### src/rtl/core/dmht_ram.sv
// ============================================================================
// Generic single-port-write, single-port-read RAM
// One write and one registered read per cycle; the read data holds until the
// next read.
// ============================================================================
module dmht_ram #(
    parameter int WIDTH = 8,
    parameter int DEPTH = 256
) (
    input  logic                     i_clk,
    input  logic                     i_we,
    input  logic [$clog2(DEPTH)-1:0] i_waddr,
    input  logic [WIDTH-1:0]         i_wdata,
    input  logic                     i_re,
    input  logic [$clog2(DEPTH)-1:0] i_raddr,
    output logic [WIDTH-1:0]         o_rdata
);

    logic [WIDTH-1:0] r_mem [DEPTH];
    logic [WIDTH-1:0] r_rdata;

    always_ff @(posedge i_clk) begin
        if (i_we) begin
            r_mem[i_waddr] <= i_wdata;
        end
    end

    always_ff @(posedge i_clk) begin
        if (i_re) begin
            r_rdata <= r_mem[i_raddr];
        end
    end

    assign o_rdata = r_rdata;

endmodule

### config.mk
export PLATFORM = sky130hd
export DESIGN_NAME = dmht_ram
export DESIGN_NICKNAME = d
export VERILOG_FILES = /design/src/rtl/core/dmht_ram.sv
export SDC_FILE = /design/constraint.sdc
export NUM_CORES = 2
export LEC_CHECK = 0
export BUFFER_PORTS_ARGS = -buffer_cell sky130_fd_sc_hd__clkbuf_2
export CAP_MARGIN = 20
export CORE_UTILIZATION = 55
export CTS_CLUSTER_DIAMETER = 80
export CTS_CLUSTER_SIZE = 16
export DETAILED_ROUTE_END_ITERATION = 6
export GPL_TIMING_DRIVEN = 0
export PLACE_DENSITY_LB_ADDON = 0.15
export SYNTH_ARGS = -nofsm -noshare
export SYNTH_HDL_FRONTEND = slang
export SYNTH_SLANG_ARGS = --single-unit
### constraint.sdc
create_clock -name i_clk -period 2.3 [get_ports i_clk]
set_input_delay 0.345 -clock i_clk [delete_from_list [all_inputs] [get_ports i_clk]]
set_output_delay 0.345 -clock i_clk [all_outputs]
set_load 0.01 [all_outputs]
Word level (Yosys, flattened, before mapping)
Memory sizes are Yosys's and may differ from the RTL's. A register that Yosys moved wholly into a read port is not among the register bits.
Cells that the tools add are included.
Storage, ports and cells
  input port bits: 27
  output and inout bits: 8
  bits in writable memories: 2048
  memories kept: 1
  flip-flop bits (word level): 0
  logic and storage cells: 3
Cells by class
  muxes and demuxes: 2
Memory list
  r_mem: depth 256, bits a word 8, rd ports 1, clocked after memory_dff 1, write ports 1, line 19  | logic [WIDTH-1:0] r_mem [DEPTH];
Operators by type and width (count)
  two-way mux 1 bit: 2

Longest topological paths before layout
  depth after elaboration: 2
  mapped depth: 11
  gate-level depth less buffers: 6

Least setup slack after synthesis
No wires, ideal clock.
  path type: input to register
  from: input i_raddr[0]
  to: register r_rdata[2], in the netlist o_rdata[2], read port of r_mem, data pin
  arrival: 2.152 ns
  buffers on the path: 4
  cell stages on the path: 9
  data required time: 2.031 ns
  path slack: -0.121 ns
  setup time: 0.269 ns
  cell sequence: buf_6 > buf_12 > buf_8 > buf_2 > mux4_2 > a22oi_1 > a21oi_1 > nor4_1 > nor4_2
RTL lines
  start, declared: line 15  | input logic [$clog2(DEPTH)-1:0] i_raddr,
  end, declared: line 20  | logic [WIDTH-1:0] r_rdata;

==> metrics <==
status finished with violations; violated checks DRC, setup timing; largest family of logic cells by synthesized area multiplexers; Crit Path Class primary input to flip-flop; routability cong. 1.031; clk buf depth 3; final WL 234300 µm; synthesized-area fraction occupied by ao, oa, aoi and oai cells 3.416%; # nets final 3976; wire per inst 39.92 µm; asr flop ratio synth 0%; EDFF count, synth 2056; post-route ant nets 0; layout cells sized above 1 30.24%; first-pass GRT wire length 319300 µm; min-delay src i_wdata[2]; total grt overflow 0; dpl cells 5691; residual DRC count 6; Die Wd 382.5 µm; Tightest Pin Transition 1.298 ns; min Tclk post-route 2.566 ns; Critical Path Start i_raddr[5]; Achievable Freq 389.7 MHz; number of vias per cell 6.999; ys flop type edfxtp_1; slew margin rel. 13.48%; dpl cell area 83000 µm²; Reg clk slew, reported paths 0.07 ns; count of cell types in the netlist 54; RSZ-0062 raised after global routing true; post-DP HPWL 157800 µm; filler instances 9832; WHS Endpoint r_mem[197][2]$_DFFE_PP_; most frequent cells in the layout edfxtp_1 (2056), mux4_2 (455), clkbuf_16 (153); crit-path max FO 10; largest net degree at the start of global routing 149; final hold vios 0; crit path DAT 3.09 ns; peak supply drop 0.7500 mV; Die ar. 146300 µm²; TritonCTS Buffers 147; most common cell after layout, fill and taps aside edfxtp_1; DR vias 41.08k; CTS Root Cell clkbuf_16; syn_nets 3760; Design Area, Final 89580 µm²; Post-Layout Cell Count 5870; part of the cycle the worst path needs 111.6%; post-synthesis area per instance 21.33 µm²; CTS tree done; clk_lat worst skew 0.81 ns; Post-Synth Adder-Cell Area 0%; Synth warnings 0; Total GRT Usage 32.36%; RR Endpoint o_rdata[6]$_DFFE_PP_; Mapped Cells 3733; synthesized area 79640 µm²; Clock Skew 0.02976 ns; Seq/Total Area, Yosys 77.53%; vias in the first global route 39.66k; Placeable Area 143700 µm²; post-synth top area share 77.53%; Synth area leaders edfxtp_1 (78%), mux4_2 (13%), mux2i_1 (1.7%); Hold WC Path Type primary input to flip-flop; max-cap violation count 0; XOR/XNOR Fraction of Synth Area 0%; Port Buffers 27; Rows 139; hold depth 2; Worst EP required 2.83 ns; setup ws final -0.2658 ns; total negative slack -48.57 ns; reg-to-reg slack, setup -0.25 ns; mux contribution to synthesized area 14.60%; initial core utilization 55.44%; area leader, netlist edfxtp_1; Initial DRC Count 6502; H-tree depth 4; endpoints failing setup 658; Crit. End Element flip-flop; # clock sinks 2056; Synth Area in Simple Gates 2.625%; initial antenna violation count 6; pwr dens 786.2 nW/µm²; #FFs+latches synth 2056; I/O Pins 35; die height 382.5 µm; drt pass-1 iters 7; startpoint types primary input; Final Max Slew Viols 0; RR Startpoint r_mem[83][6]$_DFFE_PP_; area delta synth->final 12.49%; reg2reg path depth 6; static leakage 27.11 nW
sequential cells by signal (all words and copies together), names as in the netlist:
name     cells
r_mem     2048
o_rdata      8
metrics by stage:
step	total power, W	hold WS, ns	worst slack [ns]	util [%]
finish	0.07043	0.08689	-0.2658	62.36
global route	0.07166	0.1043	-0.2700	62.36
CTS	0.07023	0.1081	-0.2283	61.85
detailed placement	0.04651	0.5903	-2.766	57.78
global placement	0.04655	0.7659	-3.034	57.35
floorplan	0.04421	0.4439	-0.01871	-
logic make-up after synthesis:
group,after synthesis
buffers and inverters,235
AOI/OAI and AO/OA,385
muxes,591
DFF,2056
and+or+nand+nor,466
cell type report:
class | instances | area, µm² | area share [%]
Sequential cell | 2056 | 61740 | 68.92
Multi-Input combinational cell | 1442 | 18360 | 20.50
Clock buffer | 153 | 3829 | 4.274
Tap cell | 1903 | 2381 | 2.658
Buffer | 228 | 2236 | 2.496
Timing Repair Buffer | 72 | 873.3 | 0.9749
Clock inverter | 12 | 151.4 | 0.1690
Inverter | 2 | 8.758 | 0.009777
Antenna cell | 2 | 5.005 | 0.005587
Yosys cell counts (16+ instances only):
| master | number |
|---|---|
| nand2_1 | 33 |
| mux2i_1 | 134 |
| clkbuf_1 | 111 |
| nor4_1 | 24 |
| nand3_1 | 34 |
| a22oi_1 | 133 |
| a21oi_1 | 96 |
| o221ai_1 | 46 |
| o22ai_1 | 28 |
| a211oi_1 | 16 |
| nor3_1 | 22 |
| buf_2 | 31 |
| nor2b_1 | 31 |
| buf_4 | 27 |
| edfxtp_1 | 2056 |
| buf_6 | 21 |
| mux4_2 | 454 |
| buf_1 | 22 |
| nor2_1 | 282 |
layer usage:
metal / part of all wire (%) / track usage (%) / up-vias / wire (µm)
li1: - / - / 16040 / -
met1: 37 / 45.16 / 21840 / 87170
met2: 46 / 48.74 / 2714 / 107600
met3: 12 / 8.025 / 486 / 27620
met4: 5.1 / 14.70 / 4 / 11980
met5: 0.013 / 0 / - / 31
report_power, final:
group	switching, W	internal, W
Combinational	0.00328	0.00162
Sequential	0.0000320	0.0413
Clock	0.0124	0.0119
Total	0.0157	0.0548
how the worst max path moves through the flow:
stage / endpoint / depth (start not counted)
6_report: o_rdata[6]$_DFFE_PP_ / 8
5_1_grt: o_rdata[6]$_DFFE_PP_ / 6
4_1_cts: o_rdata[6]$_DFFE_PP_ / 6
3_5_place_dp: o_rdata[4]$_DFFE_PP_ / 9
3_3_place_gp: r_mem[52][1]$_DFFE_PP_ / 1
2_1_floorplan: o_rdata[2]$_DFFE_PP_ / 9
critical path, cell delays in order:
cell and delay (ns):
clkbuf_2 0.38, clkbuf_4 0.46, clkbuf_2 0.57, o221ai_1 0.32, nor3_1 0.32, a21oi_1 0.13
a22oi_2 0.40, nor4_2 0.13
timing repair:
action	4_1_cts	5_1_grt
hold buffers	3	0
setup buffers	5	6
endpoints found under the hold margin	25	0
endpoints found under the setup margin	1439	414
pin swaps	28	26
resized for setup	510	162
No activity file was read; power rests on OpenSTA's default activity.
