## src/rtl/core/dmht_pkg.sv

```systemverilog
// ============================================================================
// Direct-mapped hash table: shared package
// Types, command and response codes, slot states and hash helpers that the
// hash table modules share.
// ============================================================================
package dmht_pkg;

    localparam int HASH_W  = 32;
    localparam int SIZE_W  = 9;
    localparam int LEN_W   = 4;
    localparam int VALUE_W = 64;

    // Rotation grows by this many bits for each key byte, modulo 32.
    localparam logic [4:0] ROT_STEP = 5'd7;

    typedef enum logic [2:0] {
        CMD_INSERT = 3'd0,
        CMD_DELETE = 3'd1,
        CMD_QUERY  = 3'd2,
        CMD_STATS  = 3'd3,
        CMD_CLEAR  = 3'd4
    } t_cmd;

    typedef enum logic [2:0] {
        RSP_INSERTED  = 3'd0,
        RSP_REFUSED   = 3'd1,
        RSP_FOUND     = 3'd2,
        RSP_NOT_FOUND = 3'd3,
        RSP_DELETED   = 3'd4,
        RSP_DEL_MISS  = 3'd5,
        RSP_DONE      = 3'd6
    } t_rsp_code;

    typedef enum logic [1:0] {
        SLOT_EMPTY   = 2'd0,
        SLOT_FILLED  = 2'd1,
        SLOT_DELETED = 2'd2
    } t_slot_st;

    typedef enum logic [2:0] {
        S_INIT,
        S_IDLE,
        S_HASH,
        S_MOD,
        S_EXEC,
        S_CLEAR,
        S_FINISH
    } t_state;

    typedef struct packed {
        logic [2:0]  cmd;
        logic [63:0] key_bytes;
        logic [3:0]  key_len;
        logic [63:0] entry_value;
    } t_req;

    typedef struct packed {
        logic [2:0]  status;
        logic [63:0] found_value;
        logic [7:0]  slot_index;
        logic [8:0]  used_count;
        logic [8:0]  deleted_count;
        logic [8:0]  empty_count;
    } t_rsp;

    // Sign-extend one key byte to the hash width.
    function automatic logic [HASH_W-1:0] sext8(input logic [7:0] b);
        return {{(HASH_W-8){b[7]}}, b};
    endfunction

    // Rotate a 32-bit word left.
    function automatic logic [HASH_W-1:0] rotl32(input logic [HASH_W-1:0] v,
                                                 input logic [4:0] r);
        logic [2*HASH_W-1:0] d;
        d = {v, v} << r;
        return d[2*HASH_W-1:HASH_W];
    endfunction

endpackage

```

## src/rtl/core/dmht_mod.sv

```systemverilog
// ============================================================================
// Remainder unit
// Restoring division of the 32-bit hash by the table size, one quotient bit
// per cycle; only the remainder is kept.
// ============================================================================
module dmht_mod (
    input  logic                        i_clk,
    input  logic                        i_rst_n,
    input  logic                        i_start,
    input  logic [dmht_pkg::HASH_W-1:0] i_dividend,
    input  logic [dmht_pkg::SIZE_W-1:0] i_divisor,
    output logic                        o_done,
    output logic [dmht_pkg::SIZE_W-1:0] o_rem
);

    localparam int SW = dmht_pkg::SIZE_W;
    localparam int HW = dmht_pkg::HASH_W;
    localparam int CW = $clog2(HW);

    logic          r_busy;
    logic          r_done;
    logic [CW-1:0] r_cnt;
    logic [HW-1:0] r_num;
    logic [SW-1:0] r_rem;
    logic [SW-1:0] r_div;
    logic [SW:0]   trial;

    assign trial = {r_rem, r_num[HW-1]};

    always_ff @(posedge i_clk) begin
        if (!i_rst_n) begin
            r_busy <= 1'b0;
            r_done <= 1'b0;
        end else if (i_start) begin
            r_busy <= 1'b1;
            r_done <= 1'b0;
        end else if (r_busy) begin
            if (r_cnt == '0) begin
                r_busy <= 1'b0;
                r_done <= 1'b1;
            end
        end else begin
            r_done <= 1'b0;
        end
    end

    always_ff @(posedge i_clk) begin
        if (i_start) begin
            r_num <= i_dividend;
            r_div <= i_divisor;
            r_rem <= '0;
            r_cnt <= CW'(HW - 1);
        end else if (r_busy) begin
            r_num <= r_num << 1;
            r_cnt <= r_cnt - CW'(1);
            if (trial >= {1'b0, r_div}) begin
                r_rem <= SW'(trial - {1'b0, r_div});
            end else begin
                r_rem <= trial[SW-1:0];
            end
        end
    end

    assign o_done = r_done;
    assign o_rem  = r_rem;

endmodule

```

## config.mk

```make
export PLATFORM = sky130hd
export DESIGN_NAME = dmht_mod
export DESIGN_NICKNAME = d
export VERILOG_FILES = /design/src/rtl/core/dmht_pkg.sv /design/src/rtl/core/dmht_mod.sv
export SDC_FILE = /design/constraint.sdc
export NUM_CORES = 1
export LEC_CHECK = 0
export ABC_CLOCK_PERIOD_IN_PS = 2100
export BUFFER_PORTS_ARGS = -buffer_cell sky130_fd_sc_hd__buf_2
export CAP_MARGIN = 20
export CORE_ASPECT_RATIO = 0.8
export CORE_MARGIN = 8
export CORE_UTILIZATION = 40
export DETAILED_ROUTE_END_ITERATION = 8
export REMOVE_ABC_BUFFERS = 1
export SLEW_MARGIN = 0
export SYNTH_ARGS = -nofsm -noshare
export SYNTH_HDL_FRONTEND = slang
export SYNTH_SLANG_ARGS = --single-unit
```

## constraint.sdc

```tcl
create_clock -name i_clk -period 2.1 [get_ports i_clk]
set_input_delay 0.21 -clock i_clk [delete_from_list [all_inputs] [get_ports i_clk]]
set_output_delay 0.21 -clock i_clk [all_outputs]
set_load 0.005 [all_outputs]
```

[Word-level counts from Yosys, hierarchy flattened]
Index checks and enable logic that the tools add are counted.
Word-level totals
  flip-flop bits (word level): 57
  input port bits: 44
  word-level logic and storage cells: 20
Operators by class
  bitwise logic cells: 2
  mux-type cells: 6
  reduce and logical (&&, ||, !) cells: 3
  add/subtract/negate cells: 2
  order comparisons: 1
Operators by type and width (count)
  $mux 32: 2
  $ge 10x9->1: 1
  $mux 9: 1
  $sub 9x9->9: 1
  $logic_not 5->1: 1
  $sub 5x1->5 const B: 1
  $mux 1: 3
  $reduce_or 3->1: 1
  $not 1->1: 2
  $reduce_bool 2->1: 1

[Depth between registers and ports, before layout]
Gate-level depths: netlist of the first run.
  depth in word-level cells: 4
  gate-level depth with buffers: 10
  gate-level depth less buffers: 9

[Worst setup path after synthesis of the first run]
Ideal clock, no wire load.
  path kind: register to register
  from: reg r_num[31]
  to: reg r_rem[8] (netlist: o_rem[8])
  cell stages (with the launch flop): 11
  buffers on the path: 1
  clock period less this slack: 2.211 ns
  slack: -0.111 ns
  arrival time: 2.123 ns
  library setup time: 0.088 ns
  cells stage by stage: edfxtp_1 inv_1 ha_1 inv_1 fa_1 a211oi_2 o21a_1 o211a_2 buf_4 nand2_1 a311oi_2
On the way
  cells in the longest elaborated chain, start to end: 2
  elaborated cells between the ends (all ways): 3
  classes of those cells: add/sub: 1; order compare: 1; mux: 1
Ends and longest elaborated chain
  start, declared: line dmht_mod.sv:23  | logic [HW-1:0] r_num;
  start signal, assigned: line dmht_mod.sv:49  | r_num <= i_dividend;
  start signal, assigned: line dmht_mod.sv:54  | r_num <= r_num << 1;
  $sub 9x9->9 / $ge 10x9->1 (equally long branches): line dmht_mod.sv:57, dmht_mod.sv:56
  $mux 9 *: line dmht_mod.sv:56  | if (trial >= {1'b0, r_div}) begin
  end signal, assigned: line dmht_mod.sv:57  | r_rem <= SW'(trial - {1'b0, r_div});
  end signal, assigned: line dmht_mod.sv:59  | r_rem <= trial[SW-1:0];
  end, declared: line dmht_mod.sv:24  | logic [SW-1:0] r_rem;
Every way passes the cells marked *; elsewhere a longest branch is shown, timed or not.
A chain may end at the register's enable or synchronous reset.

[Worst setup path in the final report of the first run]
Ends and elaborated chain as after synthesis.

==> results of run 1 <==
## worst min-delay path by stage
stage,from,endpoint
6_report,i_divisor[5],r_div[5]
5_1_grt,i_divisor[8],r_div[8]
4_1_cts,i_divisor[5],r_div[5]
3_5_place_dp,i_divisor[2],r_div[2]
3_3_place_gp,i_divisor[0],r_div[0]
2_1_floorplan,i_start,o_rem[8]
## what timing repair did
action                                  4_1_cts  5_1_grt
hold buffers                                  0        0
resized for setup                             8       13
pin swaps                                     8       15
endpoints found under the setup margin        9        9
buffers inserted                              3        3
cloned                                        1        0
## critical path, stage by stage, from the launching register on
cell and delay [ns]:
edfxtp_1 0.40, inv_2 0.09, ha_4 0.14, inv_2 0.03
fa_2 0.34, a211oi_2 0.23, buf_4 0.16, or2_2 0.10
a21oi_1 0.04, or3_1 0.32, a311oi_2 0.25
## metal layers
metal	vias to the layer above	share of wire	track usage
li1	985	-	-
met1	925	0.48	0.164
met2	52	0.41	0.166
met3	9	0.093	0.0735
met4	0	0.013	0.0337
met5	-	0	0
## logic make-up (layout without fill, tap and decap cells)
group                      Yosys count  after routing  share of synthesized area
AOI/OAI and AO/OA                   33             34                     0.0872
buffers and inverters               24            113                     0.0337
xor gates and xnor gates             8              8                     0.0252
muxes                               38             38                      0.151
adders and majority gates           11             11                     0.0522
and+or+nand+nor                     48             48                     0.0935
DFF                                 57             57                      0.558
## registers in the layout, indices dropped and copies added (netlist names)
name	count
o_done	1
o_rem	9
r_busy	1
r_cnt	5
r_div	9
r_num	32
## cells in the mapped netlist, drive strengths merged (5+ instances only)
cell	number	area share
nand2b	6	0.013
nor2	12	0.016
ha	10	0.045
clkbuf	5	0.0067
a211oi	8	0.023
nand2	8	0.011
dfxtp	16	0.12
mux2	31	0.13
edfxtp	41	0.44
a21oi	7	0.013
inv	15	0.020
mux2i	7	0.025
## final cells by class
type,instances,area share
multi-input cells,139,0.339
clock buffers,10,0.0347
repair buffers,82,0.133
flip-flops and latches,57,0.422
inverters,15,0.0153
clock inverters,6,0.0252
well taps,87,0.0296
## power by group
group	internal [mW]	leakage (nW)	total, mW	switching (mW)
clock	0.672	0.103	1.13	0.458
sequential	1.33	0.542	1.37	0.0406
combinational	0.349	0.882	0.644	0.294
total	2.35	1.53	3.14	0.793
## through the flow
stage               utilization  setup WS [ns]
floorplan                     -         -0.109
global placement          0.483         -0.129
detailed placement        0.483         -0.211
CTS                       0.527        -0.0733
global route              0.539         -0.219
finish                    0.539        -0.0864
==> flow_summary.yaml, run 1 <==
run_status:
  status: "finished with violations"
  violations: "setup timing"
pwr:
  ir_worst_vdd_v: 0.000355
  total_power_mw: 3.14
  powerDensity_nw_per_um2: 854
  p_leak_nw: 1.53
worst_setup_path:
  r2r_slack_ns: -0.09
  r2r-start: "r_num[31]"
  worstPathMaxFanout: 3
  rr_worst_depth: 10
  crit_type: "reg -> reg"
  worstSetupStartpointType: "flop"
  crit_path_end: "o_rem[8]"
  startpoint: "r_num[31]"
  rr_endpoint: "o_rem[8]"
  crit_required_ns: 2.35
  cp_data_arrival_time_ns: 2.43
  setup.worst_path.end_class: "flop"
finish:
  nNetsFinal: 359
  fin_area_um2: 3670
  ff_latch_area_um2: 1550
  diodes: 0
  final_cells: 396
  multi_input_area_um2: 1250
  final_cell_mix: "buf_2, edfxtp_1, mux2_2, buf_4, dfxtp_1"
  fillCellCount: 627
  final_common_cell: "buf_2"
  syn_to_final_growth_pct: 32.1
  drive_above_1_share: 0.492
timing:
  hold_viol_final: 0
  fin_setup_tns_ns: -0.0880
  worstMarginPinSlew_ns: 0.747
  rsz0062_at_grt: "true"
  fmax_mhz: 457
  finalSetupViolCount: 2
  skew_ns: 0.0112
  post-route-min-period_ns: 2.19
  fin_ws_ns: -0.0864
  slew_violations: 0
  whs_ns: 0.0457
  period_share: 1.04
  relSlewSlack: 0.502
floorplan:
  ios: 54
  start_util: 0.408
  core_area_um2: 6820
  dieWidth_um: 109
  fp.dieH_um: 90.6
  die-area_um2: 9900
  rows: 27
cts:
  htree_levels: 3
  clk_latency_ns: 0.34
  cts.sinks: 57
  clk_pin_slew_ns: 0.08
  numCtsBuffers: 9
  cts_buffer_depth: 2
  cts.root.buffer_cell: "clkbuf_8"
  cts_tree: "done"
global_routing:
  grt_max_degree: 35
  grt_usage: 0.124
  antenna_found_initial: 0
  grt_pass1_wl_um: 9560
  grt_pass1_vias: 1954
  overflow: 0
worst_hold_path:
  hold_depth: 1
  worstHoldPathType: "in -> reg"
synthesis:
  synth_edf_count: 41
  synth_cells: 219
  synth_ff_type: "edfxtp_1"
  avgSynthCellArea_um2: 12.7
  yosysSeqAreaShare: 0.558
  yosysUniqueCellTypes: 41
  async_flop_share: 0
  yosys_warnings: 0
  netlist_area_um2: 2780
  ys_ff_latch: 57
place:
  place_area_um2: 3300
  port_buffers: 53
  place.gp.congestion: 0.800
  dp_hpwl_um: 4000
  dp_cells: 374
drt:
  ant_nets: 0
  wl_per_cell_um: 14.7
  drt_first_pass_iters: 4
  wirelength_um: 5820
  drc: 0
  vias: 1971
  drtIter0Drc: 66
  vias_per_cell: 4.98
job:
  maxCapViolations: 0
Note: power is estimated with default switching activity, not from simulation.
==> run 2, diff against run 1 <==
--- a/config.mk
+++ b/config.mk
@@ -5,6 +5,7 @@
 export SDC_FILE = /design/constraint.sdc
 export NUM_CORES = 1
 export LEC_CHECK = 0
+export ABC_AREA = 1
 export ABC_CLOCK_PERIOD_IN_PS = 2100
 export BUFFER_PORTS_ARGS = -buffer_cell sky130_fd_sc_hd__buf_2
 export CAP_MARGIN = 20
==> flow_summary.yaml, run 2 <==
worst_setup_path:
  cpPeakStageDelay_ns: 0.41
  critPathBufInv: 2
  r2r-start: "r_num[31]"
  cpMostUsedCell: "nand2_1"
  slowest_stage: "fa_1"
  crit_path_end: "o_rem[8]"
  critical_path_depth: 11
  worstSetupStartpointType: "flop"
  crit_type: "reg -> reg"
  cp_data_arrival_time_ns: 2.13
  worstPathMaxFanout: 10
  rr_endpoint: "o_rem[8]"
  setup.worst_path.end_class: "flop"
  rr_worst_depth: 11
  r2r_slack_ns: 0.25
  startpoint: "r_num[31]"
  path_delay_family: "simple AND/OR/NAND/NOR gates"
  path_cells: "inv_1 > ha_1 > inv_1 > fa_1 > nand4_1 > nand2_1 > nand2_4 > nand2_8 > nand2_1 > nand3_1 > nand2_1"
  crit_required_ns: 2.38
synthesis:
  synth_top_area_cell: "edfxtp_1"
  netlist_area_um2: 2880
  yosysUniqueCellTypes: 26
  ys_ff_latch: 57
  synth.most_common_cell: "nand2_1"
  synth_top_area_frac: 0.427
  synth_common_cells: "nand2_1, inv_1, edfxtp_1, nand3_1, dfxtp_1"
  yosys_warnings: 0
  async_flop_share: 0
  yosysSeqAreaShare: 0.538
  synth_ff_type: "edfxtp_1"
  synth_cells: 346
  synthTopCellsByArea: "edfxtp_1, nand2_1, dfxtp_1"
  avgSynthCellArea_um2: 8.33
  synth_edf_count: 41
global_routing:
  grt_max_degree: 39
  grt_usage: 0.129
  antenna_found_initial: 0
  grt_pass1_vias: 2301
  overflow: 0
  grt_pass1_wl_um: 10900
cts:
  htree_levels: 3
  numCtsBuffers: 9
  cts.root.buffer_cell: "clkbuf_8"
  clk_latency_ns: 0.34
  cts_tree: "done"
  cts.sinks: 57
  cts_setup_buffers: 0
  ctsHoldBuffers: 0
  cts_resized: 0
  clk_pin_slew_ns: 0.07
  cts_buffer_depth: 2
drt:
  vias_per_cell: 4.63
  vias: 2292
  wirelength_um: 6160
  wl_per_cell_um: 12.4
  ant_nets: 0
  drtIter0Drc: 104
  drc: 0
  drt_first_pass_iters: 5
place:
  dp_slack_ns: 0.284
  dp_hpwl_um: 4420
  dp_cells: 479
  port_buffers: 53
  place.gp.congestion: 0.870
finish:
  nNetsFinal: 458
  largest_reg_flops: 32
  syn_to_final_growth_pct: 20.1
  top_register: "r_num"
  final_cell_mix: "nand2_1, buf_2, inv_1, edfxtp_1, nand3_1"
  final_common_cell: "nand2_1"
  drive_above_1_share: 0.196
  final_cells: 495
  diodes: 0
timing:
  fin_setup_tns_ns: 0
  slew_violations: 0
  rsz0062_at_grt: "false"
  worstMarginPinSlew_ns: 0.953
  skew_ns: 0.00663
  post-route-min-period_ns: 1.85
  finalSetupViolCount: 0
  relSlewSlack: 0.364
  period_share: 0.880
  fmax_mhz: 541
  hold_viol_final: 0
  fin_ws_ns: 0.253
job:
  maxCapViolations: 0
floorplan:
  rows: 27
  dieWidth_um: 111
  core_area_um2: 6930
  ios: 54
  start_util: 0.416
  fp.dieH_um: 91.9
  die-area_um2: 10200
worst_hold_path:
  worstHoldPathType: "in -> reg"
run_status:
  status: "finished clean"
pwr:
  p_leak_nw: 1.80
  ir_worst_vdd_v: 0.000394
  powerDensity_nw_per_um2: 803
[run 2: cell count changes in the layout (fill, tap and decap cells not counted), sizes merged, moves of 8 or more]
cell    delta
mux2      -31
nand3     +23
inv       +28
nand2    +156
buf       -25
a211oi     -8
[run 2: metrics by stage]
stage	hold WS, ns	power [mW]	area, um^2	util
2_1_floorplan	0.309	1.55	2830	-
3_3_place_gp	0.387	1.67	3240	0.468
3_5_place_dp	0.389	1.68	3240	0.468
4_1_cts	0.0321	2.82	3460	0.500
5_1_grt	0.0317	2.92	3460	0.500
6_report	0.0495	2.78	3460	0.500
[run 2: per-layer routing]
layer / GRT usage / vias to the layer above / wire length, um
met3: 0.0540 / 7 / 419
met4: 0.0382 / 0 / 64
met5: 0 / - / 0
met2: 0.185 / 60 / 2640
met1: 0.174 / 1019 / 3030
li1: - / 1206 / -
[run 2: logic make-up after synthesis]
family	count (synthesis)	share of synthesized area
adders and majority gates	11	0.0503
AOI/OAI and AO/OA	13	0.0265
and+or+nand+nor	208	0.300
DFF	57	0.538
buffers and inverters	54	0.0760
xor gates and xnor gates	3	0.00912
[run 2: final cells by class]
class                           count  area [um^2]
Clock inverter                      7         95.1
Sequential cell                    57         1550
Inverter                           43          161
Clock buffer                        9          124
Multi-Input combinational cell    235         1110
Timing Repair Buffer               57          308
Tap cell                           87          109
Fill cell                         685         3460
[run 2: report_power, final]
group	internal (mW)	switching, mW	leakage (nW)
clock	0.667	0.464	0.111
sequential	1.31	0.0285	0.547
combinational	0.124	0.187	1.14
[run 2: worst min path at each step]
stage / start / to / slack (ns) / cells past startpoint
after floorplan: i_divisor[0] / r_div[0] / 0.31 / 0
after global placement: i_divisor[1] / r_div[1] / 0.39 / 1
after detailed placement: i_divisor[7] / r_div[7] / 0.39 / 1
after CTS: i_divisor[7] / r_div[7] / 0.03 / 1
after global routing: i_divisor[3] / r_div[3] / 0.03 / 1
final: i_divisor[3] / r_div[3] / 0.05 / 1
