## config.mk

```make
export PLATFORM = sky130hd
export DESIGN_NAME = dmht_hash
export DESIGN_NICKNAME = d
export VERILOG_FILES = /design/src/rtl/core/dmht_pkg.sv /design/src/rtl/core/dmht_hash.sv
export SDC_FILE = /design/constraint.sdc
export NUM_CORES = 1
export LEC_CHECK = 0
export BUFFER_PORTS_ARGS = -buffer_cell sky130_fd_sc_hd__buf_2
export CELL_PAD_IN_SITES_DETAIL_PLACEMENT = 0
export CELL_PAD_IN_SITES_GLOBAL_PLACEMENT = 1
export CORE_MARGIN = 2
export CORE_UTILIZATION = 40
export CTS_CLUSTER_DIAMETER = 40
export CTS_CLUSTER_SIZE = 30
export DETAILED_ROUTE_END_ITERATION = 16
export GPL_TIMING_DRIVEN = 0
export HOLD_SLACK_MARGIN = 0.15
export MAX_ROUTING_LAYER = met4
export PLACE_DENSITY = 0.76
export SKIP_CTS_REPAIR_TIMING = 1
export SLEW_MARGIN = 5
export SYNTH_ARGS = -nofsm -noshare
export SYNTH_HDL_FRONTEND = slang
export SYNTH_SLANG_ARGS = --single-unit
export TNS_END_PERCENT = 30
```

## constraint.sdc

```tcl
create_clock -name i_clk -period 3.29 [get_ports i_clk]
set_clock_uncertainty 0.1 [all_clocks]
set_input_delay 0.329 -clock i_clk [delete_from_list [all_inputs] [get_ports i_clk]]
set_output_delay 0.329 -clock i_clk [all_outputs]
set_load 0.02 [all_outputs]
```

## src/rtl/core/dmht_pkg.sv

```systemverilog
// ============================================================================
// Direct-mapped hash table: shared package
// Types, command and response codes, slot states and hash helpers that the
// hash table modules share.
// ============================================================================
package dmht_pkg;

    localparam int HASH_W  = 32;
    localparam int SIZE_W  = 9;
    localparam int LEN_W   = 4;
    localparam int VALUE_W = 64;

    // Rotation grows by this many bits for each key byte, modulo 32.
    localparam logic [4:0] ROT_STEP = 5'd7;

    typedef enum logic [2:0] {
        CMD_INSERT = 3'd0,
        CMD_DELETE = 3'd1,
        CMD_QUERY  = 3'd2,
        CMD_STATS  = 3'd3,
        CMD_CLEAR  = 3'd4
    } t_cmd;

    typedef enum logic [2:0] {
        RSP_INSERTED  = 3'd0,
        RSP_REFUSED   = 3'd1,
        RSP_FOUND     = 3'd2,
        RSP_NOT_FOUND = 3'd3,
        RSP_DELETED   = 3'd4,
        RSP_DEL_MISS  = 3'd5,
        RSP_DONE      = 3'd6
    } t_rsp_code;

    typedef enum logic [1:0] {
        SLOT_EMPTY   = 2'd0,
        SLOT_FILLED  = 2'd1,
        SLOT_DELETED = 2'd2
    } t_slot_st;

    typedef enum logic [2:0] {
        S_INIT,
        S_IDLE,
        S_HASH,
        S_MOD,
        S_EXEC,
        S_CLEAR,
        S_FINISH
    } t_state;

    typedef struct packed {
        logic [2:0]  cmd;
        logic [63:0] key_bytes;
        logic [3:0]  key_len;
        logic [63:0] entry_value;
    } t_req;

    typedef struct packed {
        logic [2:0]  status;
        logic [63:0] found_value;
        logic [7:0]  slot_index;
        logic [8:0]  used_count;
        logic [8:0]  deleted_count;
        logic [8:0]  empty_count;
    } t_rsp;

    // Sign-extend one key byte to the hash width.
    function automatic logic [HASH_W-1:0] sext8(input logic [7:0] b);
        return {{(HASH_W-8){b[7]}}, b};
    endfunction

    // Rotate a 32-bit word left.
    function automatic logic [HASH_W-1:0] rotl32(input logic [HASH_W-1:0] v,
                                                 input logic [4:0] r);
        logic [2*HASH_W-1:0] d;
        d = {v, v} << r;
        return d[2*HASH_W-1:HASH_W];
    endfunction

endpackage

```

## src/rtl/core/dmht_hash.sv

```systemverilog
// ============================================================================
// Key hash unit
// Byte-serial rotate-add hash: one key byte is folded into the sum per cycle.
// ============================================================================
module dmht_hash #(
    parameter int KEY_BYTES = 8
) (
    input  logic                        i_clk,
    input  logic                        i_rst_n,
    input  logic                        i_start,
    input  logic [KEY_BYTES*8-1:0]      i_key,
    input  logic [dmht_pkg::LEN_W-1:0]  i_len,
    output logic                        o_done,
    output logic [dmht_pkg::HASH_W-1:0] o_hash
);

    localparam int KW   = KEY_BYTES * 8;
    localparam int CNTW = $clog2(KEY_BYTES + 1);

    logic                        r_busy;
    logic                        r_done;
    logic [KW-1:0]               r_key;
    logic [CNTW-1:0]             r_left;
    logic [4:0]                  r_rot;
    logic [dmht_pkg::HASH_W-1:0] r_sum;

    always_ff @(posedge i_clk) begin
        if (!i_rst_n) begin
            r_busy <= 1'b0;
            r_done <= 1'b0;
        end else if (i_start) begin
            r_busy <= (i_len != '0);
            r_done <= (i_len == '0);
        end else if (r_busy) begin
            if (r_left == CNTW'(1)) begin
                r_busy <= 1'b0;
                r_done <= 1'b1;
            end
        end else begin
            r_done <= 1'b0;
        end
    end

    always_ff @(posedge i_clk) begin
        if (i_start) begin
            r_key  <= i_key;
            r_left <= CNTW'(i_len);
            r_rot  <= '0;
            r_sum  <= '0;
        end else if (r_busy) begin
            r_sum  <= r_sum + dmht_pkg::rotl32(dmht_pkg::sext8(r_key[7:0]), r_rot);
            r_key  <= r_key >> 8;
            r_rot  <= r_rot + dmht_pkg::ROT_STEP;
            r_left <= r_left - CNTW'(1);
        end
    end

    assign o_done = r_done;
    assign o_hash = r_sum;

endmodule

```

After elaboration in Yosys (flattened, before gate mapping):

Cells that the tools add are included.

* flip-flop bits (word level): 107
* latch bits: 0
* memory bits (writable): 0
* memory bits (read-only): 0
* bits of input ports: 71
* output and inout bits: 33
* logic and storage cells: 25
* memories: 0

* add/sub/neg operators: 3
* multiply operators: 0
* divide/modulo/power cells: 0
* $lt $le $gt $ge: 0
* equal/unequal tests: 2
* shifts and indexed selects: 1
* mux-type cells: 10
* bitwise operators: 0
* reduce and logical (&&, ||, !) cells: 3

Operator list (number)
* 64-bit two-way mux: 2
* 64-bit by 5-bit left shift with 64-bit output: 1
* 32-bit adder: 1
* 4-bit two-way mux: 2
* 1-bit two-way mux: 6
* 5-bit by 3-bit adder with 5-bit output (second input constant): 1
* 4-bit by 1-bit equality test with 1-bit output (second input constant): 1
* 4-bit logical NOT: 1
* 4-bit nonzero test: 1
* 4-bit by 1-bit subtractor with 4-bit output (second input constant): 1
* 3-bit by 2-bit inequality test with 1-bit output (second input constant): 1
* 2-bit nonzero test: 1

Depth between registers and ports, before layout:

Gate-level depths: netlist of run 1.

* word-level depth: 4
* gate-level depth with buffers: 18
* gate-level depth less buffers: 15

Worst setup path before layout of run 1:

Ideal clock, no wire load.

* kind: reg-to-reg
* start point: register r_rot[2]
* end point: register r_sum, in the netlist o_hash[25]
* arrival: 3.395 ns
* path slack: -0.334 ns
* stages on the path, launching flop included: 15
* clock period less this slack: 3.624 ns
* cells stage by stage: dfxtp_1 buf_1 clkbuf_1 buf_1 nand2_1 o22ai_1 a21oi_1 ha_1 nand3_1 o221ai_4 a211oi_2 a2111o_1 o31a_1 o2111ai_1 o211ai_1

* longest elaborated chain between the ends: 2

Ends and longest elaborated chain
* start: declaration: RTL line dmht_hash.sv:24 `logic [4:0] r_rot;`
* start signal: assignment: RTL line dmht_hash.sv:53 `r_rot <= r_rot + dmht_pkg::ROT_STEP;`
* 64-bit by 5-bit left shift with 64-bit output: RTL line dmht_pkg.sv:75 `d = {v, v} << r;`
* 32-bit adder: RTL line dmht_hash.sv:51 `r_sum <= r_sum + dmht_pkg::rotl32(dmht_pkg::sext8(r_key[7:0]), r_rot);`
* end signal: assignment: RTL line dmht_hash.sv:51
* end: declaration: RTL line dmht_hash.sv:25 `logic [dmht_pkg::HASH_W-1:0] r_sum;`

No other way between the ends.
A chain may end at the register's enable or synchronous reset.

Final worst setup path of run 1:

* start point: register r_rot[1]
* end point: register r_sum, in the netlist o_hash[26]

The elaborated chain is that of the path after synthesis.

==> impl_results.md, run 1 <==
* Crit path capture type: flip-flop
* Total vias in the final route at 5,971
* Num CTS Buffers at 9
* Initial antenna violation count at 0
* Worst EP arrival at 3.93 ns
* WHS Path Cells at 2
* Average cell area after synthesis at 9.74 µm²
* Largest area contributor in the netlist: edfxtp_1
* Die width at 135 µm
* Status: finished, violations left
* Largest cells by area after synthesis: edfxtp_1 (30%), dfxtp_1 (11%), mux2_2 (11%)
* H-tree levels at 3
* Via/cell ratio at 5.61
* Crit Path Category: reg -> reg
* Diodes inserted at 0
* Max Buffers Root-to-Sink at 2
* CTS tree: done
* Drt pass-1 iters at 5
* Unrepaired setup endpoints after global routing: true
* DRC errors left at 0
* Final wirelength at 19,900 µm
* Reg area at 0.00283 mm²
* Fin Hold WS at 0.148 ns
* Starting Density at 41.2%
* Gate power share at 42.3%
* Fin nets at 945
* Synth cell types at 60
* RR Startpoint: r_rot[1]
* Post-Place Setup Slack at -1.03 ns
* Area Growth Syn to Fin at 25.6%
* Die Y at 135 µm
* Most common cell after layout, fill and taps aside: buf_2
* Hold EP: r_key[58]
* Failing checks: negative setup slack
* Synth Warn # at 0
* Max Freq at 265 MHz
* Clk sink count at 107
* Cell Chain, Critical Path: buf_12 -> mux2_4 -> o21ai_2 -> mux2_2 -> a21o_1 -> mux2i_2 -> ha_2 -> fa_2 -> a21oi_4 -> o211ai_1 -> nand3b_1 -> a21o_1 -> a21oi_2 -> or3_1 -> a32o_1
* Post-synthesis async set-or-reset flop share at 0%
* Sequential power share at 34.8%
* Die Area at 0.0183 mm²
* Reg clk slew, reported paths at 0.08 ns
* First-pass GRT wire length at 30,400 µm
* Worst path slowest cell: fa_2
* Most used DFF post-synth: edfxtp_1
* Relative slew slack at 45.6%
* FP Rows at 47
* Type of origin of the critical path: flip-flop
* GPL Wtd Cong at 0.932
* Core ar. at 0.0167 mm²
* Crit-path max FO at 8
* Crit share post-route at 115%
* Hold path startpoint: i_key[58]
* Tot GR Track Use at 22.1%
* WL per Instance at 18.7 µm
* P_sw at 0.00189 W
* I/O pin total at 104
* Req. time, crit path at 3.45 ns
* Seq cells post-synth at 107
* EDFF count, synth at 68
* Worst stage delay on the critical path at 0.43 ns
* Pwr per Cell Area at 570 mW/mm²
* Root Buffer: clkbuf_16
* VDD IR max at 297 µV
* Layout cells sized above 1 at 35.2%
* PortBufs at 102
* Post-Syn Nets at 812
* Reg-to-reg slack, setup at -0.49 ns
* Post-DP HPWL at 14,700 µm
* Clock share of power at 22.9%
* FF-to-FF path depth at 15
* Worst R2R End: o_hash[26]
* Fin crit period at 3.78 ns
* Critical Path Most Common Cell: a21o_1
* Min-Delay Path Class: in -> reg
* Post-layout worst setup margin at -0.488 ns
* Congestion Overflow GR at 0
* Final setup violation count at 21
* Fin. Hold Viols at 0
* Cells after Synth at 706
* Top cell type's share of synthesized area at 29.7%
* Layout fillers at 1,560
* Skew-Pair Late Insertion Delay at 0.36 ns
* Post-synthesis sequential area ratio at 41.0%
* Largest net degree at the start of global routing at 44
* Routed Antenna Nets at 0
* Number of DRC markers in iteration 0 at 365
* P_int at 0.00303 W
* Leak at 3.47 nW
* Slew Viols, Final at 0
* Area of the multi-input gates at 0.00422 mm²
* Sw Share at 38.4%
* Max cap viols at 0
* Slew @ Worst Pin at 0.816 ns
* Mapped Area at 0.00688 mm²
* Vias in the first global route at 5,695
* Most frequent cells in the layout: buf_2 (104), edfxtp_1 (68), nand2_1 (66)
[metal layers]
layer / track usage [%] / up-vias / wire (µm)
li1: - / 2881 / -
met1: 29.6 / 2920 / 9370
met2: 34.7 / 132 / 9510
met3: 2.93 / 38 / 558
met4: 7.00 / 0 / 510
met5: - / - / 0
[power by group through the flow]
stage / Clock (W) / Combinational, W / Sequential, W
3_5_place_dp: 0 / 0.00174 / 0.00174
5_1_grt: 0.00120 / 0.00226 / 0.00174
2_1_floorplan: 0 / 0.00122 / 0.00178
3_3_place_gp: 0 / 0.00172 / 0.00173
4_1_cts: 0.00114 / 0.00175 / 0.00171
6_report: 0.00113 / 0.00208 / 0.00172
[critical path: cells and delay by family, from the launching register on]
kind	cells	cell delay (ns)
and+or+nand+nor	2	0.56
adders and majority gates	2	0.65
buffers and inverters	1	0.14
AOI/OAI and AO/OA	7	1.25
DFF	1	0.35
muxes	3	0.61
[worst max-delay path by stage]
stage                        start          to  slack (ns)  cells past startpoint
after floorplan           r_rot[0]  o_hash[25]       -0.05                     14
after global placement    r_rot[3]  o_hash[27]       -1.09                     12
after detailed placement  r_rot[3]  o_hash[27]       -1.03                     12
after CTS                 r_rot[3]  o_hash[27]       -1.08                     12
after global routing      r_rot[1]  o_hash[25]       -0.60                     14
final                     r_rot[1]  o_hash[26]       -0.49                     15
[cell usage after synthesis, types with 2 or more instances]
master / instances
nor3_1: 8
xor2_1: 5
o31ai_1: 5
o2111ai_1: 2
ha_1: 34
a211o_1: 2
nand3b_1: 5
nand2_1: 69
o21a_1: 9
o22ai_1: 8
dfxtp_1: 39
a21boi_0: 2
nand3_1: 13
nand2b_1: 13
a31oi_1: 7
a21o_1: 15
or3_1: 5
nand4_1: 8
a221o_1: 2
a21oi_1: 58
o211a_1: 2
nor2b_1: 7
mux2_2: 66
o21bai_1: 3
buf_1: 8
a211oi_1: 9
o211ai_1: 11
clkbuf_1: 32
nor2_1: 39
buf_2: 4
mux2i_1: 24
and3_1: 3
inv_1: 20
edfxtp_1: 68
o21ai_0: 44
and2_1: 9
xnor2_1: 17
o21ai_1: 9
[per-stage QoR]
stage | TNS [ns] | total power (W) | instance area, µm² | util (%) | cells
after global placement | -15.06 | 0.00346 | 7720 | 46.2 | 1028
after CTS | -11.41 | 0.00460 | 8040 | 48.1 | 1045
after detailed placement | -10.63 | 0.00348 | 7740 | 46.4 | 1029
after floorplan | -0.0790 | 0.00301 | 6940 | - | 706
final | -6.05 | 0.00492 | 8640 | 51.7 | 1064
after global routing | -9.25 | 0.00520 | 8640 | 51.7 | 1064
[cells by family (layout without fill, tap and decap cells)]
group	Yosys count	after routing	share of synthesized area (%)
AND/OR/NAND/NOR	184	184	12.6
buffers and inverters	64	202	3.57
multiplexers	92	92	14.8
AO/OA/AOI/OAI	202	202	18.7
flip-flops	107	107	41.0
XOR/XNOR	22	22	2.80
adder cells (fa/ha/maj)	35	35	6.48
[sequential cells by signal (all words and copies together), names as in the netlist]
name	cells
r_key	64
o_hash	32
r_rot	5
r_left	4
o_done	1
r_busy	1
[final cells by class]
cell class	count	share of cell area, %
multi-input cells	535	48.8
flip-flops and latches	107	32.7
repair buffers	129	8.49
well taps	220	3.19
clock buffers	9	2.61
plain buffers	37	2.39
inverters	20	0.913
clock inverters	7	0.826
Power figures use the tool's default switching activity.
==> run 2, diff against run 1 <==
--- a/config.mk
+++ b/config.mk
@@ -9,14 +9,15 @@
 export CELL_PAD_IN_SITES_DETAIL_PLACEMENT = 0
 export CELL_PAD_IN_SITES_GLOBAL_PLACEMENT = 1
 export CORE_MARGIN = 2
-export CORE_UTILIZATION = 40
+export CORE_UTILIZATION = 41
+export CTS_BUF_LIST = sky130_fd_sc_hd__clkbuf_4 sky130_fd_sc_hd__clkbuf_8
 export CTS_CLUSTER_DIAMETER = 40
 export CTS_CLUSTER_SIZE = 30
 export DETAILED_ROUTE_END_ITERATION = 16
 export GPL_TIMING_DRIVEN = 0
 export HOLD_SLACK_MARGIN = 0.15
 export MAX_ROUTING_LAYER = met4
-export PLACE_DENSITY = 0.76
+export PLACE_DENSITY = 0.77
 export SKIP_CTS_REPAIR_TIMING = 1
 export SLEW_MARGIN = 5
 export SYNTH_ARGS = -nofsm -noshare
==> impl_results.md, run 2 (synthesized netlist as in run 1, its figures left out) <==
* Relative slew slack at 42.2% (-3.4 points)
* Slew Viols, Final at 0 (unchanged)
* Layout Cell Area excl Fill at 0.00938 mm² (+8.6%)
* Drt pass-1 iters at 5 (unchanged)
* Unrepaired setup endpoints after global routing: true
* Leak at 3.77 nW (+8.4%)
* Slew @ Worst Pin at 0.866 ns (+0.0504 ns)
* FP Rows at 47 (unchanged)
* Worst stage delay on the critical path at 0.60 ns (+0.17 ns)
* Placed instance area at 0.00774 mm² (unchanged)
* Post-layout worst setup margin at -0.492 ns (-0.00377 ns)
* Final wirelength at 21,400 µm (+7.1%)
* DRC errors left at 0 (unchanged)
* Core ar. at 0.0165 mm² (-1.4%)
* Min-Delay Path Class: in -> reg
* Num CTS Buffers at 9 (unchanged)
* Fin nets at 1,019 (+7.8%)
* WL per Instance at 18.8 µm (+0.12%)
* I/O pin total at 104 (unchanged)
* Fin. Hold Viols at 0 (unchanged)
* Bufs and invs on worst path at 0 (-1)
* Number of DRC markers in iteration 0 at 393 (+7.7%)
* Post-DP HPWL at 14,700 µm (about the same)
* Worst path slowest cell: mux4_2
* Worst path top cell family by delay: compound AO/OA/AOI/OAI gates
* Max reg flops at 64 (unchanged)
* Layout Utilization at 57.0% (+5.3 points)
* Tot GR Track Use at 22.5% (+0.45 points)
* Fin crit period at 3.78 ns (+0.00377 ns)
* Clk sink count at 107 (unchanged)
* Max Freq at 264 MHz (about the same)
* Via/cell ratio at 5.57 (-0.66%)
* Pwr per Cell Area at 522 mW/mm² (-8.4%)
* Crit Path Category: reg -> reg
* Crit share post-route at 115% (about the same)
* Status: finished, violations left
* Req. time, crit path at 3.49 ns (+0.04 ns)
* PortBufs at 102 (unchanged)
* Max cap viols at 0 (unchanged)
* Most common cell after layout, fill and taps aside: buf_2
* Die Y at 134 µm (-1.2%)
* GPL Wtd Cong at 0.966 (+3.6%)
* Total Power at 0.00490 W (-0.52%)
* VDD IR max at 237 µV (-20%)
* Total vias in the final route at 6,344 (+6.2%)
* Layout cells sized above 1 at 35.2% (about the same)
* H-tree levels at 3 (unchanged)
* Crit-path max FO at 7 (-1)
* Vias in the first global route at 5,716 (+0.37%)
* Congestion Overflow GR at 0 (unchanged)
* Worst EP arrival at 3.98 ns (+0.05 ns)
* Final setup violation count at 21 (unchanged)
* Crit path capture type: flip-flop
* First-pass GRT wire length at 30,200 µm (-0.82%)
* Root Buffer: clkbuf_8
* Post-Place Setup Slack at -0.961 ns (+0.0675 ns)
* Area Growth Syn to Fin at 36.4%
* Type of origin of the critical path: flip-flop
* Reg clk slew, reported paths at 0.13 ns (+0.05 ns)
* Most frequent cells in the layout: buf_2 (104), dlygate4sd3_1 (68), edfxtp_1 (68)
* Max Buffers Root-to-Sink at 2 (unchanged)
* CTS tree: done
* Reg with most FFs: r_key
* Starting Density at 41.8% (+0.59 points)
* Cell Chain, Critical Path: mux4_2 -> mux2i_4 -> a21oi_2 -> ha_2 -> nand4_1 -> a31oi_4 -> a211oi_4 -> a2111o_1 -> o31a_1 -> o2111ai_1 -> o211ai_1
* Largest net degree at the start of global routing at 36 (-18%)
* Diodes inserted at 0 (unchanged)
* Initial antenna violation count at 0 (unchanged)
* Die Area at 0.0178 mm² (-2.4%)
* Die width at 134 µm (-1.2%)
* Routed Antenna Nets at 0 (unchanged)
* Fin Hold WS at 0.179 ns (+0.0307 ns)
* Skew-Pair Late Insertion Delay at 0.42 ns (+0.06 ns)
* Failing checks: negative setup slack
-- run 2: final cells by class --
| type | count | area [µm²] |
|---|---|---|
| Timing Repair Buffer | 203 | 1450 |
| Sequential cell | 107 | 2830 |
| Clock inverter | 7 | 97.6 |
| Inverter | 20 | 78.8 |
| Clock buffer | 9 | 124 |
| Tap cell | 220 | 275 |
| Buffer | 37 | 206 |
| Multi-Input combinational cell | 535 | 4320 |
| Fill cell | 1450 | 7090 |
-- run 2: routing by layer --
metal | vias up | part of all wire [%] | global-route usage [%]
li1 | 3029 | - | -
met3 | 34 | 5.1 | 3.73
met4 | 0 | 2.1 | 6.86
met5 | - | 0 | -
met2 | 200 | 49 | 35.8
met1 | 3081 | 44 | 29.6
-- run 2: final timing paths --
kind         startpoint    endpoint  slack (ns)  depth (start not counted)
max            r_key[5]  o_hash[25]       -0.49                         11
min            i_len[1]   r_left[1]        0.18                          3
max reg2reg    r_key[5]  o_hash[25]       -0.49                         11
min reg2reg  o_hash[21]  o_hash[21]        0.40                          2
-- run 2: stage by stage --
step	TNS, ns	std cells
final	-6.31	1138
after global routing	-9.86	1138
after CTS	-11.54	1045
after detailed placement	-10.99	1029
after global placement	-22.01	1028
after floorplan	-0.0790	706
-- run 2: tightest hold or removal path, stage by stage --
cell and delay (ns):
buf_2 0.09, inv_1 0.04, mux2i_1 0.12
-- run 2: power by group --
| part | internal (W) | switching [W] | total (W) | leakage, nW |
|---|---|---|---|---|
| clock | 0.000327 | 0.000608 | 0.000935 | 0.111 |
| combinational | 0.000997 | 0.00125 | 0.00225 | 2.65 |
| sequential | 0.00161 | 0.000110 | 0.00172 | 1.01 |
| total | 0.00293 | 0.00197 | 0.00490 | 3.77 |
